## config.mk

```make
export PLATFORM = sky130hd
export DESIGN_NAME = base64_encoder_core
export DESIGN_NICKNAME = d
export VERILOG_FILES = /design/src/rtl/core/b64e_pkg.sv /design/src/rtl/core/b64e_group.sv /design/src/rtl/core/b64e_serial.sv /design/src/rtl/core/base64_encoder_core.sv
export SDC_FILE = /design/constraint.sdc
export NUM_CORES = 1
export LEC_CHECK = 0
export ABC_AREA = 1
export ABC_CLOCK_PERIOD_IN_PS = 3000
export BUFFER_PORTS_ARGS = -buffer_cell sky130_fd_sc_hd__buf_2
export CORE_MARGIN = 2
export CORE_UTILIZATION = 53
export DETAILED_ROUTE_END_ITERATION = 16
export PLACE_DENSITY_LB_ADDON = 0.15
export SYNTH_ARGS = -nofsm -noshare
export SYNTH_HDL_FRONTEND = slang
export SYNTH_SLANG_ARGS = --single-unit
```

## constraint.sdc

```tcl
create_clock -name clk -period 3 [get_ports clk]
set_clock_uncertainty 0.1 [all_clocks]
set_input_delay 0.6 -clock clk [delete_from_list [all_inputs] [get_ports clk]]
set_output_delay 0.6 -clock clk [all_outputs]
set_load 0.02 [all_outputs]
```

## src/rtl/core/b64e_pkg.sv

```systemverilog
`default_nettype none

package b64e_pkg;

  // Alphabet select codes for the characters of values 62 and 63.
  localparam logic [1:0] ALPHA_STD = 2'd0;
  localparam logic [1:0] ALPHA_URL = 2'd1;
  localparam logic [1:0] ALPHA_EXT = 2'd2;

  // Register index decode (one register, word aligned).
  localparam int unsigned ADDR_W = 3;
  localparam logic        REG_ALPHABET = 1'b0;

  localparam logic [6:0] PAD_CHAR = 7'h3D;

  // One complete group of three bytes (missing bytes zero) and its pad count.
  typedef struct packed {
    logic [23:0] word;
    logic [1:0]  npad;
    logic        last;
  } group_t;

  function automatic logic [6:0] sextet_char(input logic [5:0] v, input logic [1:0] mode);
    logic [6:0] v7;
    logic [6:0] c;
    v7 = {1'b0, v};
    if (v < 6'd26) begin
      c = v7 + 7'd65;              // 'A'..'Z'
    end else if (v < 6'd52) begin
      c = v7 + 7'd71;              // 'a'..'z'
    end else if (v < 6'd62) begin
      c = v7 - 7'd4;               // '0'..'9'
    end else if (v == 6'd62) begin
      unique case (mode)
        ALPHA_URL: c = 7'h2D;      // '-'
        ALPHA_EXT: c = 7'h2E;      // '.'
        default:   c = 7'h2B;      // '+'
      endcase
    end else begin
      unique case (mode)
        ALPHA_URL, ALPHA_EXT: c = 7'h5F;  // '_'
        default:              c = 7'h2F;  // '/'
      endcase
    end
    return c;
  endfunction

endpackage

`default_nettype wire

```

## src/rtl/core/b64e_group.sv

```systemverilog
`default_nettype none

// Collect bytes into groups of three; flush a short group on a last byte.
module b64e_group (
  input  wire                 clk,
  input  wire                 rst,
  input  wire                 data_valid,
  output logic                data_ready,
  input  wire  [7:0]          data_byte,
  input  wire                 last_byte,
  output logic                grp_valid,
  input  wire                 grp_ready,
  output b64e_pkg::group_t    grp
);

  logic [7:0]        held0;
  logic [7:0]        held1;
  logic [1:0]        held_count;
  logic              accept;
  logic              emit;
  b64e_pkg::group_t  grp_next;

  assign data_ready = !grp_valid || grp_ready;
  assign accept     = data_valid && data_ready;
  assign emit       = held_count[1] || last_byte;

  always_comb begin
    grp_next.last = last_byte;
    if (held_count[1]) begin
      grp_next.word = {held0, held1, data_byte};
      grp_next.npad = 2'd0;
    end else if (held_count[0]) begin
      grp_next.word = {held0, data_byte, 8'd0};
      grp_next.npad = 2'd1;
    end else begin
      grp_next.word = {data_byte, 16'd0};
      grp_next.npad = 2'd2;
    end
  end

  always_ff @(posedge clk) begin
    if (rst) begin
      held_count <= 2'd0;
      grp_valid  <= 1'b0;
    end else begin
      if (accept && emit) begin
        grp_valid <= 1'b1;
      end else if (grp_ready) begin
        grp_valid <= 1'b0;
      end
      if (accept) begin
        if (emit) begin
          held_count <= 2'd0;
        end else begin
          held_count <= held_count + 2'd1;
        end
      end
    end
  end

  always_ff @(posedge clk) begin
    if (accept) begin
      if (emit) begin
        grp <= grp_next;
      end else if (held_count[0]) begin
        held1 <= data_byte;
      end else begin
        held0 <= data_byte;
      end
    end
  end

endmodule

`default_nettype wire

```

## src/rtl/core/b64e_serial.sv

```systemverilog
`default_nettype none

// Emit the four characters of a group, one per cycle unless char_ready stalls, through an output register.
module b64e_serial (
  input  wire                 clk,
  input  wire                 rst,
  input  wire  [1:0]          alphabet_mode,
  input  wire                 grp_valid,
  output logic                grp_ready,
  input  b64e_pkg::group_t    grp,
  output logic                char_valid,
  input  wire                 char_ready,
  output logic [6:0]          out_char,
  output logic                last_char
);

  b64e_pkg::group_t  cur;
  logic              cur_valid;
  logic [1:0]        idx;
  logic              advance;
  logic              final_char;
  logic [5:0]        sextet;
  logic              pad;
  logic [6:0]        char_next;

  assign advance    = cur_valid && (!char_valid || char_ready);
  assign final_char = (idx == 2'd3);
  assign grp_ready  = !cur_valid || (advance && final_char);

  always_comb begin
    unique case (idx)
      2'd0: sextet = cur.word[23:18];
      2'd1: sextet = cur.word[17:12];
      2'd2: sextet = cur.word[11:6];
      2'd3: sextet = cur.word[5:0];
    endcase
    pad       = (idx == 2'd3 && cur.npad != 2'd0) || (idx == 2'd2 && cur.npad == 2'd2);
    char_next = pad ? b64e_pkg::PAD_CHAR : b64e_pkg::sextet_char(sextet, alphabet_mode);
  end

  always_ff @(posedge clk) begin
    if (rst) begin
      cur_valid  <= 1'b0;
      char_valid <= 1'b0;
      idx        <= 2'd0;
    end else begin
      if (advance) begin
        char_valid <= 1'b1;
      end else if (char_ready) begin
        char_valid <= 1'b0;
      end
      if (grp_valid && grp_ready) begin
        cur_valid <= 1'b1;
        idx       <= 2'd0;
      end else if (advance) begin
        idx <= idx + 2'd1;
        if (final_char) begin
          cur_valid <= 1'b0;
        end
      end
    end
  end

  always_ff @(posedge clk) begin
    if (advance) begin
      out_char  <= char_next;
      last_char <= cur.last && final_char;
    end
    if (grp_valid && grp_ready) begin
      cur <= grp;
    end
  end

endmodule

`default_nettype wire

```

## src/rtl/core/base64_encoder_core.sv

```systemverilog
// Channel   Direction  Handshake                Payload
// data      in         data_valid/data_ready    data_byte[7:0], last_byte
// char      out        char_valid/char_ready    out_char[6:0], last_char
// config    in         APB psel/penable/pready  paddr[2:0], pwdata/prdata[31:0]
//
// A byte that closes a group lands in the group register at its accepting
// edge, then passes through the serializer's group register to the output
// register. At one character per cycle while char_ready holds, the serializer
// takes the next group as it emits the fourth character of the current one.
// Reset (rst, synchronous) drops pending bytes, groups and output; standard alphabet.
// A char-side stall holds the output and backs up through both group registers.
`default_nettype none

module base64_encoder_core (
  input  wire         clk,
  input  wire         rst,
  // byte requests
  input  wire         data_valid,
  output logic        data_ready,
  input  wire  [7:0]  data_byte,
  input  wire         last_byte,
  // character requests
  output logic        char_valid,
  input  wire         char_ready,
  output logic [6:0]  out_char,
  output logic        last_char,
  // register port
  input  wire         psel,
  input  wire         penable,
  input  wire         pwrite,
  input  wire  [b64e_pkg::ADDR_W-1:0] paddr,
  input  wire  [31:0] pwdata,
  output logic [31:0] prdata,
  output logic        pready
);

  logic              alphabet_mode_next_en;
  logic [1:0]        alphabet_mode;
  logic              grp_valid;
  logic              grp_ready;
  b64e_pkg::group_t  grp;

  // Register port: zero wait states. Only the alphabet register exists;
  // writes to any other word are dropped and read back as zero.
  assign pready = 1'b1;
  assign alphabet_mode_next_en = psel && penable && pwrite && pready &&
                                 (paddr[2] == b64e_pkg::REG_ALPHABET);

  always_ff @(posedge clk) begin
    if (rst) begin
      alphabet_mode <= b64e_pkg::ALPHA_STD;
    end else if (alphabet_mode_next_en) begin
      alphabet_mode <= pwdata[1:0];
    end
  end

  always_comb begin
    prdata = 32'd0;
    if (paddr[2] == b64e_pkg::REG_ALPHABET) begin
      prdata[1:0] = alphabet_mode;
    end
  end

  // Byte side: hold up to two bytes, hand complete or flushed groups on.
  b64e_group u_group (
    .clk        (clk),
    .rst        (rst),
    .data_valid (data_valid),
    .data_ready (data_ready),
    .data_byte  (data_byte),
    .last_byte  (last_byte),
    .grp_valid  (grp_valid),
    .grp_ready  (grp_ready),
    .grp        (grp)
  );

  // Character side: map sextets through the selected alphabet, insert pads,
  // mark the fourth character of a group closed by a last byte.
  b64e_serial u_serial (
    .clk           (clk),
    .rst           (rst),
    .alphabet_mode (alphabet_mode),
    .grp_valid     (grp_valid),
    .grp_ready     (grp_ready),
    .grp           (grp),
    .char_valid    (char_valid),
    .char_ready    (char_ready),
    .out_char      (out_char),
    .last_char     (last_char)
  );

endmodule

`default_nettype wire

```

==> flow_summary.json <==
{
  "outcome": "completed",
  "synth_compound_area_share_pct": 6.44,
  "grt_max_degree": 28,
  "yosysSeqAreaShare_pct": 63.4,
  "clk_pin_slew_ns": 0.08,
  "timing.setup.tns_ns": 0,
  "final.min_clock_period_ns": 2.43,
  "p_clk_share_pct": 32.7,
  "cts_setup_buffers": 0,
  "max_stage_delay_ns": 0.37,
  "worstSetupEndpointType": "primary output",
  "vias": 2311,
  "p_per_area_nw_per_um2": 573,
  "cts_resized": 0,
  "slew_violations": 0,
  "hold_path_depth": 0,
  "crit_fanout": 9,
  "fmax_ghz": 0.412,
  "avgSynthCellArea_um2": 10.8,
  "grt_antenna_before_repair": 0,
  "vias_per_cell": 4.50,
  "insertedDiodeCount": 0,
  "cts-buffers-inserted": 9,
  "synth-simple-area-share_pct": 15.6,
  "syn_area_um2": 3980,
  "synth_mux_area_share_pct": 0.283,
  "grt_usage_pct": 15.3,
  "root_buffer": "clkbuf_8",
  "ant_nets": 0,
  "cts.htree.levels": 3,
  "drive_above_1_share_pct": 18.6,
  "grt_pass1_vias": 2188,
  "slew_headroom_pct": 56.9,
  "die_w_um": 90.7,
  "power.switching_w": 0.000595,
  "min_period_over_period_pct": 80.9,
  "pwr-share-comb_pct": 11.4,
  "hold_class": "register to register",
  "path_cells": "ha_1, a21oi_1, nand2_1, buf_2",
  "leakagePower_nw": 1.82,
  "worstRegToRegCells": 11,
  "final_common_cell": "nand2_1",
  "syn_inst": 370,
  "die_area_um2": 8220,
  "tightest_slew_ns": 0.645,
  "yosysUniqueCellTypes": 34,
  "rsz0062_at_grt": "no",
  "synthAdderAreaFrac_pct": 2.51,
  "cts-hold-fix-buffers": 0,
  "grt-ovfl-total": 0,
  "cts_tree": "done",
  "row_count": 31,
  "hpwlAfterDp_um": 4310,
  "holdWs_ns": 0.322,
  "cts.sink_count": 87,
  "final-setup-viol-count": 0,
  "gp_congestion": 0.907,
  "synth_seq_cells": 87,
  "fin_nets": 468,
  "internal-power_w": 0.00190,
  "drtPass1Iterations": 4,
  "grt_pass1_wl_um": 9920,
  "vdd_drop_max_v": 0.000431,
  "criticalPathCategory": "register to primary output",
  "cap_violations": 0,
  "clk_path_buf_depth": 2,
  "die_h_um": 90.7,
  "area_growth_syn_to_layout_pct": 9.27,
  "critPathLaunchType": "register",
  "wl_per_cell_um": 11.4,
  "cp.arrival_ns": 1.73,
  "portBuffers": 30,
  "drt_iter0_markers": 128,
  "start_util_pct": 54.9,
  "seqPwrFrac_pct": 55.9,
  "required_ns": 2.30,
  "pin_count": 94,
  "core_um2": 7250,
  "drc": 0,
  "wirelength_um": 5840,
  "synth_top_family_by_area": "simple AND/OR/NAND/NOR gates",
  "layout_common_cells": "nand2_1, edfxtp_1, inv_1",
  "synthXorXnorAreaFrac_pct": 0.220,
  "slowest_stage": "a21oi_1",
  "clk_latency_ns": 0.34,
  "swShare_pct": 23.9,
  "hold_viol_final": 0,
  "yosys_warnings": 0
}
-- cell type report --
cell class / instances / area (µm²)
repair buffers: 36 / 195
clock inverters: 4 / 52.6
well taps: 99 / 124
fillers: 601 / 2900
multi-input cells: 227 / 1120
flip-flops and latches: 87 / 2520
inverters: 48 / 180
clock buffers: 12 / 155
-- final timing paths --
kind                                             end  slack (ns)       startpoint
worst max-delay path                      data_ready        0.57  u_serial.idx[0]
worst min-delay path                 u_serial.cur[4]        0.32   u_group.grp[4]
worst max register to register  u_serial.out_char[2]        0.63  u_serial.idx[0]
worst min register to register       u_serial.cur[4]        0.32   u_group.grp[4]
-- metrics by stage --
stage	std cells	setup slack (ns)	total power (W)	utilization [%]	instance area, µm²
4_1_cts	513	0.521	0.00252	60.0	4350
5_1_grt	513	0.413	0.00261	60.0	4350
3_5_place_dp	497	0.645	0.00171	57.1	4140
3_3_place_gp	497	0.679	0.00170	57.1	4140
2_1_floorplan	399	0.157	0.00166	-	4090
6_report	513	0.572	0.00249	60.0	4350
-- routing by layer --
metal	wire length, µm	GRT usage [%]
met1	2600	18.4
met2	2930	26.7
met3	205	3.01
met4	107	6.92
met5	0	0
-- synth_stat cells --
cell	number	area [µm²]
o21ai_4	1	16.3
nor2_1	27	101
inv_2	6	22.5
nor2_2	2	12.5
nand2_2	3	18.8
ha_1	8	100
nor3_1	3	15.0
or2_2	1	6.26
buf_6	2	22.5
mux2_2	1	11.3
clkbuf_1	2	7.51
a22o_1	1	8.76
clkinv_1	1	3.75
a21oi_1	23	115
nand4_1	2	12.5
o21ai_2	1	8.76
or2_0	1	6.26
buf_2	1	5.00
edfxtp_1	78	2340
o22ai_1	1	6.26
xor2_1	1	8.76
buf_1	1	3.75
dfxtp_1	9	180
nand2_1	85	319
nand2_4	1	11.3
buf_4	31	233
inv_1	41	154
o21ai_0	14	70.1
conb_1	2	7.51
nand3_1	8	40.0
o21ai_1	3	15.0
a21oi_2	1	8.76
nor2_4	7	78.8
o21a_1	1	7.51
-- sequential cells by signal, summed over array words and instances, names as in the netlist --
signal	flops
u_serial.last_char	1
u_group.held_count	2
u_group.held0	8
u_group.grp	27
u_group.grp_valid	1
alphabet_mode	2
u_serial.cur	27
u_serial.cur_valid	1
u_serial.out_char	7
u_group.held1	8
u_serial.char_valid	1
u_serial.idx	2
-- worst max-delay path, delay by kind of cell, from the launching register on --
family	cells	cell delay [ns]
buffers and inverters	1	0.19
AOI/OAI and AO/OA	1	0.37
DFF	1	0.35
and+or+nand+nor	1	0.14
adders and majority gates	1	0.35
-- cell families (layout without fill, tap and decap cells) --
logic type | after synthesis | count (layout)
simple gates | 140 | 140
flops | 87 | 87
buf+inv | 85 | 100
compound gates | 46 | 46
fa+ha+maj | 8 | 8
other cells | 2 | 31
xor+xnor | 1 | 1
mux | 1 | 1
-- power by group through the flow --
stage               combinational, W  sequential (W)  clock, W
floorplan                   0.000239         0.00143         0
global placement            0.000281         0.00142         0
detailed placement          0.000284         0.00142         0
CTS                         0.000286         0.00139  0.000842
global route                0.000319         0.00140  0.000890
finish                      0.000283         0.00139  0.000815
(Power assumes the default switching activity.)
